[config.mk]
export PLATFORM = sky130hd
export DESIGN_NAME = pcap_last_timestamp_parser
export DESIGN_NICKNAME = d
export VERILOG_FILES = /design/src/design/pcap_lts_pkg.sv /design/src/design/pcap_lts_in_reg.sv /design/src/design/pcap_lts_parser.sv /design/src/design/pcap_lts_out_reg.sv /design/src/design/pcap_last_timestamp_parser.sv
export SDC_FILE = /design/constraint.sdc
export NUM_CORES = 1
export LEC_CHECK = 0
export BUFFER_PORTS_ARGS = -buffer_cell sky130_fd_sc_hd__clkbuf_2
export CORE_MARGIN = 4
export CORE_UTILIZATION = 55
export CTS_CLUSTER_SIZE = 16
export DETAILED_ROUTE_END_ITERATION = 8
export PLACE_DENSITY = 0.83
export SYNTH_ARGS = -nofsm -noshare
export SYNTH_HDL_FRONTEND = slang
export SYNTH_HIERARCHICAL = 1
export SYNTH_SLANG_ARGS = --single-unit
[constraint.sdc]
create_clock -name clk -period 2.82 [get_ports clk]
set_clock_uncertainty 0.1 [all_clocks]
set_input_delay 0.564 -clock clk [delete_from_list [all_inputs] [get_ports clk]]
set_output_delay 0.564 -clock clk [all_outputs]
set_load 0.02 [all_outputs]
[src/design/pcap_lts_pkg.sv]
// Types, constants and helpers for the capture-file timestamp parser
package pcap_lts_pkg;

  localparam logic [4:0] GLOBAL_HDR_LAST = 5'd23;
  localparam logic [4:0] RECORD_HDR_LAST = 5'd15;

  typedef enum logic [1:0] {
    PH_GLOBAL  = 2'd0,
    PH_RECORD  = 2'd1,
    PH_PAYLOAD = 2'd2
  } phase_t;

  typedef struct packed {
    logic [7:0] data_byte;
    logic       end_of_stream;
  } byte_t;

  typedef struct packed {
    logic [31:0] last_seconds;
    logic        record_seen;
    logic        file_big_endian;
  } result_t;

  // Input register contents handed to the parser
  typedef struct packed {
    logic  valid;
    byte_t item;
  } stage_t;

  // Big-endian magic, byte by byte
  function automatic logic [7:0] magic_byte(input logic [1:0] idx);
    logic [7:0] b;
    case (idx)
      2'd0:    b = 8'ha1;
      2'd1:    b = 8'hb2;
      2'd2:    b = 8'hc3;
      default: b = 8'hd4;
    endcase
    return b;
  endfunction

  // Assemble a 32-bit field one byte at a time in the file's byte order
  function automatic logic [31:0] shift_in(input logic [31:0] acc, input logic [7:0] b,
                                           input logic big);
    return big ? {acc[23:0], b} : {b, acc[31:8]};
  endfunction

endpackage

[src/design/pcap_lts_in_reg.sv]
// Input register stage: holds one accepted byte until the parser takes it
module pcap_lts_in_reg
  import pcap_lts_pkg::*;
(
  input  logic   clk,
  input  logic   rst,
  input  logic   byte_valid,
  output logic   byte_ready,
  input  byte_t  byte_data,
  input  logic   consume,
  output stage_t stage
);

  logic load;

  assign byte_ready = !stage.valid || consume;
  assign load       = byte_valid && byte_ready;

  always_ff @(posedge clk) begin
    if (rst) begin
      stage.valid <= 1'b0;
    end else if (load) begin
      stage.valid <= 1'b1;
    end else if (consume) begin
      stage.valid <= 1'b0;
    end
    if (load) begin
      stage.item <= byte_data;
    end
  end

endmodule

[src/design/pcap_lts_parser.sv]
// Parser state and the single-pass update for one byte
module pcap_lts_parser
  import pcap_lts_pkg::*;
(
  input  logic    clk,
  input  logic    rst,
  input  stage_t  stage,
  input  logic    consume,
  output result_t res_next
);

  phase_t      phase, phase_next, p_phase;
  logic [4:0]  byte_index, byte_index_next, p_index;
  logic        big_endian_flag, big_endian_flag_next, p_big;
  logic        magic_match, magic_match_next, p_match;
  logic [31:0] seconds_staging, seconds_staging_next, p_secs;
  logic [31:0] length_staging, length_staging_next, p_len;
  logic [31:0] payload_left, payload_left_next, p_left;
  logic [31:0] kept_seconds, kept_seconds_next, p_kept;
  logic        have_record, have_record_next, p_have;
  logic [7:0]  b;
  logic        eos;

  assign b   = stage.item.data_byte;
  assign eos = stage.item.end_of_stream;

  always_comb begin
    p_phase = phase;
    p_index = byte_index;
    p_big   = big_endian_flag;
    p_match = magic_match;
    p_secs  = seconds_staging;
    p_len   = length_staging;
    p_left  = payload_left;
    p_kept  = kept_seconds;
    p_have  = have_record;

    case (phase)
      PH_RECORD: begin
        if (byte_index inside {[5'd0:5'd3]}) begin
          p_secs = shift_in(seconds_staging, b, big_endian_flag);
        end else if (byte_index inside {[5'd8:5'd11]}) begin
          p_len = shift_in(length_staging, b, big_endian_flag);
        end
        p_index = byte_index + 5'd1;
        if (byte_index == RECORD_HDR_LAST) begin
          p_kept  = seconds_staging;
          p_have  = 1'b1;
          p_left  = length_staging;
          p_index = '0;
          p_phase = (length_staging != '0) ? PH_PAYLOAD : PH_RECORD;
        end
      end
      PH_PAYLOAD: begin
        p_left = payload_left - 32'd1;
        if (payload_left == 32'd1) begin
          p_phase = PH_RECORD;
          p_index = '0;
        end
      end
      default: begin
        // global header; an unused phase code behaves the same
        if (byte_index inside {[5'd0:5'd3]}) begin
          p_match = magic_match && (b == magic_byte(byte_index[1:0]));
          if (byte_index == 5'd3) begin
            p_big = p_match;
          end
        end
        p_index = byte_index + 5'd1;
        if (byte_index == GLOBAL_HDR_LAST) begin
          p_index = '0;
          p_phase = PH_RECORD;
        end
      end
    endcase

    res_next.last_seconds    = p_kept;
    res_next.record_seen     = p_have;
    res_next.file_big_endian = p_big;

    if (eos) begin
      // end of file: start over expecting a global header
      phase_next           = PH_GLOBAL;
      byte_index_next      = '0;
      big_endian_flag_next = 1'b0;
      magic_match_next     = 1'b1;
      seconds_staging_next = '0;
      length_staging_next  = '0;
      payload_left_next    = '0;
      kept_seconds_next    = '0;
      have_record_next     = 1'b0;
    end else begin
      phase_next           = p_phase;
      byte_index_next      = p_index;
      big_endian_flag_next = p_big;
      magic_match_next     = p_match;
      seconds_staging_next = p_secs;
      length_staging_next  = p_len;
      payload_left_next    = p_left;
      kept_seconds_next    = p_kept;
      have_record_next     = p_have;
    end
  end

  always_ff @(posedge clk) begin
    if (rst) begin
      phase           <= PH_GLOBAL;
      byte_index      <= '0;
      big_endian_flag <= 1'b0;
      magic_match     <= 1'b1;
      seconds_staging <= '0;
      length_staging  <= '0;
      payload_left    <= '0;
      kept_seconds    <= '0;
      have_record     <= 1'b0;
    end else if (consume) begin
      phase           <= phase_next;
      byte_index      <= byte_index_next;
      big_endian_flag <= big_endian_flag_next;
      magic_match     <= magic_match_next;
      seconds_staging <= seconds_staging_next;
      length_staging  <= length_staging_next;
      payload_left    <= payload_left_next;
      kept_seconds    <= kept_seconds_next;
      have_record     <= have_record_next;
    end
  end

endmodule

[src/design/pcap_lts_out_reg.sv]
// Result register: holds one result until the downstream side takes it
module pcap_lts_out_reg
  import pcap_lts_pkg::*;
(
  input  logic    clk,
  input  logic    rst,
  input  logic    load,
  input  result_t res_next,
  output logic    result_valid,
  input  logic    result_ready,
  output result_t result_data
);

  always_ff @(posedge clk) begin
    if (rst) begin
      result_valid <= 1'b0;
    end else if (load) begin
      result_valid <= 1'b1;
    end else if (result_ready) begin
      result_valid <= 1'b0;
    end
  end

  always_ff @(posedge clk) begin
    if (load) begin
      result_data <= res_next;
    end
  end

endmodule

[src/design/pcap_last_timestamp_parser.sv]
// Top level of the capture-file timestamp parser
//
//  channel  | handshake                   | payload
//  ---------+-----------------------------+-----------------------
//  byte     | byte_valid / byte_ready     | byte_data (byte_t)
//  result   | result_valid / result_ready | result_data (result_t)
//
// One byte per cycle save for a held end-of-stream byte; a result is
// registered once its end-of-stream byte leaves the input register.
// Reset clears all parser state and both valid flags; no clearing pass.
// A stalled result holds back only an end-of-stream byte waiting behind
// it; other bytes keep flowing through the parser.
module pcap_last_timestamp_parser
  import pcap_lts_pkg::*;
(
  input  logic    clk,
  input  logic    rst,
  input  logic    byte_valid,
  output logic    byte_ready,
  input  byte_t   byte_data,
  output logic    result_valid,
  input  logic    result_ready,
  output result_t result_data
);

  stage_t  stage;
  result_t res_next;
  logic    consume;

  // hold an end-of-stream byte while the result register is occupied and stalled
  assign consume = stage.valid &&
                   !(stage.item.end_of_stream && result_valid && !result_ready);

  pcap_lts_in_reg u_in_reg (
    .clk        (clk),
    .rst        (rst),
    .byte_valid (byte_valid),
    .byte_ready (byte_ready),
    .byte_data  (byte_data),
    .consume    (consume),
    .stage      (stage)
  );

  pcap_lts_parser u_parser (
    .clk      (clk),
    .rst      (rst),
    .stage    (stage),
    .consume  (consume),
    .res_next (res_next)
  );

  pcap_lts_out_reg u_out_reg (
    .clk          (clk),
    .rst          (rst),
    .load         (consume && stage.item.end_of_stream),
    .res_next     (res_next),
    .result_valid (result_valid),
    .result_ready (result_ready),
    .result_data  (result_data)
  );

endmodule

Word-level counts from Yosys, hierarchy flattened
Index checks and enable logic that the tools add are counted.
{"block": "classes", "n_shift": 0, "magnitude_cmp": 4, "addsub": 2, "n_mul": 0, "bitwise_logic": 0, "n_reduce_logical": 28, "eq_ne": 13, "muxes": 43, "div_mod_pow": 0}
{"cell": "2-to-1 mux 32 bit", "n": 14}
{"cell": "one-hot mux 32 bit (2 select lines)", "n": 1}
{"cell": "equality test 32 x 1 -> 1 bit, second input constant", "n": 1}
{"cell": "nonzero test 32 bit", "n": 1}
{"cell": "subtractor 32 x 1 -> 32 bit, second input constant", "n": 1}
{"cell": "one-hot mux 7 bit (3 select lines)", "n": 1}
{"cell": "2-to-1 mux 5 bit", "n": 4}
{"cell": "2-to-1 mux 8 bit", "n": 2}
{"cell": "2-to-1 mux 1 bit", "n": 14}
{"cell": "2-to-1 mux 2 bit", "n": 5}
{"cell": "one-hot mux 5 bit (2 select lines)", "n": 1}
{"cell": "nonzero test 2 bit", "n": 5}
{"cell": "AND reduction 3 bit", "n": 3}
{"cell": "equality test 8 bit", "n": 1}
{"cell": "logical AND 1 bit", "n": 8}
{"cell": "AND reduction 4 bit", "n": 2}
{"cell": "inequality test 3 x 2 -> 1 bit, second input constant", "n": 2}
{"cell": "adder 5 x 1 -> 5 bit, second input constant", "n": 1}
{"cell": "equality test 5 x 2 -> 1 bit, second input constant", "n": 1}
{"cell": "equality test 5 x 4 -> 1 bit, second input constant", "n": 1}
{"cell": "equality test 5 bit, second input constant", "n": 1}
{"cell": "greater-or-equal comparator 5 x 1 -> 1 bit, second input constant", "n": 1}
{"cell": "greater-or-equal comparator 5 x 4 -> 1 bit, second input constant", "n": 1}
{"cell": "less-or-equal comparator 5 x 2 -> 1 bit, second input constant", "n": 1}
{"cell": "other kinds (13)", "n": 17}
{"block": "totals", "mem_bits_ro": 0, "ram_bits": 0, "wordCells": 106, "n_memories": 0, "reg_bits": 183, "latchBits": 0, "output_inout_bits": 36, "inputBits": 13}

Depth between registers and ports, before layout
{"block": "logic_depth", "word_depth": 10, "depth_mapped": 10, "depth_no_buf": 9}

Cells and area by module
The synthesis kept the hierarchy.
{"mod": "pcap_lts_parser", "instances": 1, "area_each_um2": 7606.0, "seq_area_each_um2": 2762.6, "cells_each": 954}
{"mod": "pcap_lts_out_reg", "instances": 1, "area_each_um2": 1059.8, "seq_area_each_um2": 1041.0, "cells_each": 38}
{"mod": "pcap_lts_in_reg", "instances": 1, "area_each_um2": 325.3, "seq_area_each_um2": 290.3, "cells_each": 14}
{"mod": "pcap_last_timestamp_parser", "instances": 1, "area_each_um2": 32.5, "seq_area_each_um2": 0.0, "cells_each": 4}

Worst setup path after synthesis
No wires, ideal clock.
{"block": "synth_timing", "path_kind": "in2reg", "from": "input result_ready", "to": "register, netlist name u_out_reg/result_data[0]", "path_slack_ns": 0.222, "required_time_ns": 2.293, "path_buffers": 0, "setup_time_ns": 0.427, "stages": 2, "arrival_ns": 2.071, "cell_sequence": "nor2b_4 -> nor2_1"}
{"block": "synth_via", "elab_chain_cells": 5}
{"element": "from (decl)", "line": "pcap_last_timestamp_parser.sv:22", "text": "input logic result_ready,"}
{"element": "logical NOT 1 bit", "line": "pcap_last_timestamp_parser.sv:32", "text": "!(stage.item.end_of_stream && result_valid && !result_ready);"}
{"element": "logical AND 1 bit", "line": "pcap_last_timestamp_parser.sv:32"}
{"element": "logical NOT 1 bit", "line": "pcap_last_timestamp_parser.sv:32"}
{"element": "logical AND 1 bit", "line": "pcap_last_timestamp_parser.sv:31", "text": "assign consume = stage.valid &&"}
{"element": "logical AND 1 bit", "line": "pcap_last_timestamp_parser.sv:55", "text": ".load (consume && stage.item.end_of_stream),"}
No other way between the ends.
A chain may end at the register's enable or synchronous reset.

Worst setup path in the final report
{"block": "layout_timing", "from": "register u_parser.byte_index[0]", "to": "register u_parser.payload_left[25]"}
{"block": "layout_via", "elab_chain_cells": 3}
{"element": "from (decl)", "line": "pcap_lts_parser.sv:13", "text": "logic [4:0] byte_index, byte_index_next, p_index;"}
{"element": "from (signal assigned)", "line": "pcap_lts_parser.sv:118", "text": "byte_index <= byte_index_next;"}
{"element": "equality test 5 x 4 -> 1 bit", "line": "pcap_lts_parser.sv:46", "text": "if (byte_index == RECORD_HDR_LAST) begin"}
{"element": "inequality test 3 x 2 -> 1 bit (no source line)"}
{"element": "AND reduction 3 bit (no source line)"}
{"element": "to (signal assigned)", "line": "pcap_lts_parser.sv:123", "text": "payload_left <= payload_left_next;"}
{"element": "to (decl)", "line": "pcap_lts_parser.sv:18", "text": "logic [31:0] payload_left, payload_left_next, p_left;"}
No other way between the ends.

==> out/qor.yml <==
seq_area_frac_synth: 0.454
crit_path_max_fanout: 9
mostFrequentLayoutCells: "139 x dfxtp_1, 135 x a21oi_1, 91 x nand2_1"
wl_met2_um: 10600
synth_top_cell_by_area: "dfxtp_1"
yosys.area_share.simple: 0.225
wirelength_met1_um: 9940
layout.cells.non_filler: 1263
fmax_ghz: 0.380
postSynthCellCount: 1010
clockRootBuffer: "clkbuf_16"
finalCritPeriodShare: 0.933
yosysWarnings: 6
tightestPinTransition_ps: 683
start_kind: "flip-flop"
rows: 46
fillers: 1318
synth_xor_xnor_area_share: 0.00679
wire_per_inst_um: 18.6
crit_type: "flip-flop to flip-flop"
crit_path_frequent_cell: "ha_1"
cts_hold_buffers: 0
synth_seq_cells: 183
cts_resized: 0
clk_pin_slew_ps: 70
dieHeight_um: 136
layout.nets: 1057
cts_setup_buffers: 0
area_growth_pct: 12.1
power_leakage_nw: 3.59
clkLatencyLatePin_ps: 440
clk_path_buf_depth: 2
dp_worst_setup_slack_ps: 193
grt_pass1_vias: 7307
io_buffers: 48
min_from: "byte_data[4]"
route.met3.wl_um: 2010
cp_slowest_cell: "dfxtp_1"
reg2reg_from: "u_parser/byte_index[0]"
drt_first_pass_iters: 6
fin_total_pwr_w: 0.00536
grt_use_total: 0.259
viasPerCell: 6.34
ys_async_sr_fraction: 0
synth_ff_type: "dfxtp_1"
dp_hpwl_um: 15500
clock_sinks: 183
cts_tree: "done"
ant_nets: 0
cp_cell_sequence: "ha_1 -> nand3_1 -> inv_1 -> ha_1 -> mux2_2 -> o21ai_1 -> nor2_2 -> o21ai_0 -> a2111oi_1"
ys_top_cells_by_area: "dfxtp_1 31%, edfxtp_1 14%, a21oi_1 7.5%"
netlist.area_leader.share: 0.311
core_area_mm2: 0.0160
drive_above_1_share: 0.152
synth_edf_count: 43
cp-end-kind: "flip-flop"
synth_top_family_by_area: "simple AND/OR/NAND/NOR gates"
top_layer: "met5"
arrival_ps: 2860
overflow: 0
drt_iter0_markers: 864
hold_path_class: "input port to flip-flop"
syn-cell-area_mm2: 0.00902
maxCapViolations: 0
hold_depth: 1
cellPowerDensity_mw_per_mm2: 530
vias: 8006
synthMuxAreaShare: 0.103
hold_violations: 0
crit_start: "u_parser/byte_index[0]"
reg2regPathDepth: 9
rrSetupSlack_ps: 190
drc: 0
fin_area_mm2: 0.0101
grt_start_max_net_pins: 94
grt_pass1_wl_um: 37900
cpPeakStageDelay_ps: 460
setup_ws_ps: 188
synth-compound-area-share: 0.155
setup_viol_count_final: 0
post_dp_cell_area_mm2: 0.00954
layout_commonest_cell: "dfxtp_1"
status: "complete, no violations"
cts_buffers: 17
place_inst: 1230
r2r_end: "u_parser/payload_left[25]"
routed_wl_um: 23500
antenna_found_initial: 2
max-vdd-ir-drop_uv: 450
syn_area_per_cell_um2: 8.93
min_period_ps: 2630
slew_headroom: 0.545
htree_levels: 4
io_pins: 49
start_util: 0.564
fp.dieW_um: 136
hold-path-endpoint: "u_in_reg/stage[4]"
synth_nets: 1034
dieArea_mm2: 0.0185
slew_viol_final: 0
synthAdderAreaFrac: 0.0153
ys_types: 70
cp.required_ps: 3050
gp_congestion: 0.950
## per-layer routing
| layer | vias up | global-route usage |
|---|---|---|
| li1 | 3698 | - |
| met3 | 85 | 0.0588 |
| met2 | 413 | 0.392 |
| met1 | 3808 | 0.353 |
| met5 | - | 0 |
| met4 | 2 | 0.116 |
## state kept, by name, indices dropped and copies added, names as in the netlist
| signal | count |
|---|---|
| u_out_reg/result_data | 34 |
| u_parser/kept_seconds | 32 |
| u_parser/length_staging | 32 |
| u_parser/payload_left | 32 |
| u_parser/seconds_staging | 32 |
| u_in_reg/stage | 10 |
| u_parser/byte_index | 5 |
| u_parser/phase | 2 |
| u_out_reg/result_valid | 1 |
| u_parser/big_endian_flag | 1 |
| u_parser/have_record | 1 |
| u_parser/magic_match | 1 |
## worst max path at each step
stage          cells past startpoint  slack (ps)                   endpoint
3_3_place_gp                       8         300     u_parser/byte_index[4]
5_1_grt                            9         -30  u_parser/payload_left[25]
2_1_floorplan                      2         220   u_out_reg/result_data[0]
3_5_place_dp                       9         190  u_parser/payload_left[25]
6_report                           9         190  u_parser/payload_left[25]
4_1_cts                            9         140  u_parser/payload_left[25]
## power by group
part | switching, W | total (W) | leakage (nW) | internal (W)
combinational | 0.000212 | 0.000303 | 1.78 | 0.0000912
sequential | 0.0000373 | 0.00275 | 1.54 | 0.00271
clock | 0.00113 | 0.00231 | 0.276 | 0.00117
total | 0.00138 | 0.00536 | 3.59 | 0.00398
## cells in the mapped netlist, types with 8 or more instances
cell type and instances:
a21oi_1 135, mux2i_1 55, edfxtp_1 43, mux2_2 34
nand2_1 91, nor3_1 23, nor2_1 74, nand3_1 18
inv_1 19, nor4_1 21, dfxtp_1 140, o21ai_0 36
a22oi_1 8, clkbuf_1 65, or3_1 68, nor2b_1 49
nand2b_1 8, ha_1 11
## worst max-delay path: cells and delay by family (launching register included)
kind	cells	cell delay (ps)
muxes	1	260
AOI/OAI and AO/OA	3	680
adders and majority gates	2	450
and+or+nand+nor	2	490
DFF	1	460
buffers and inverters	1	90
## stage by stage
stage | hold WS, ps | utilization | setup TNS [ps]
5_1_grt | 186 | 0.632 | -32.4
2_1_floorplan | 342 | - | 0
6_report | 198 | 0.632 | 0
3_3_place_gp | 358 | 0.596 | 0
4_1_cts | 189 | 0.632 | 0
3_5_place_dp | 359 | 0.596 | 0
## final cells by class
cell class	instances	area (um^2)	share of cell area
repair buffers	78	518	0.0512
clock buffers	18	429	0.0424
multi-input cells	734	4590	0.453
flip-flops and latches	183	4100	0.405
inverters	19	71.3	0.00705
clock inverters	14	141	0.0140
diodes	1	2.50	0.000247
well taps	216	270	0.0267
## kinds of logic after synthesis
| family | count (synthesis) |
|---|---|
| AOI/OAI and AO/OA | 238 |
| xor gates and xnor gates | 7 |
| adders and majority gates | 11 |
| buffers and inverters | 93 |
| DFF | 183 |
| muxes | 89 |
| and+or+nand+nor | 389 |
Power figures use the tool's default switching activity.
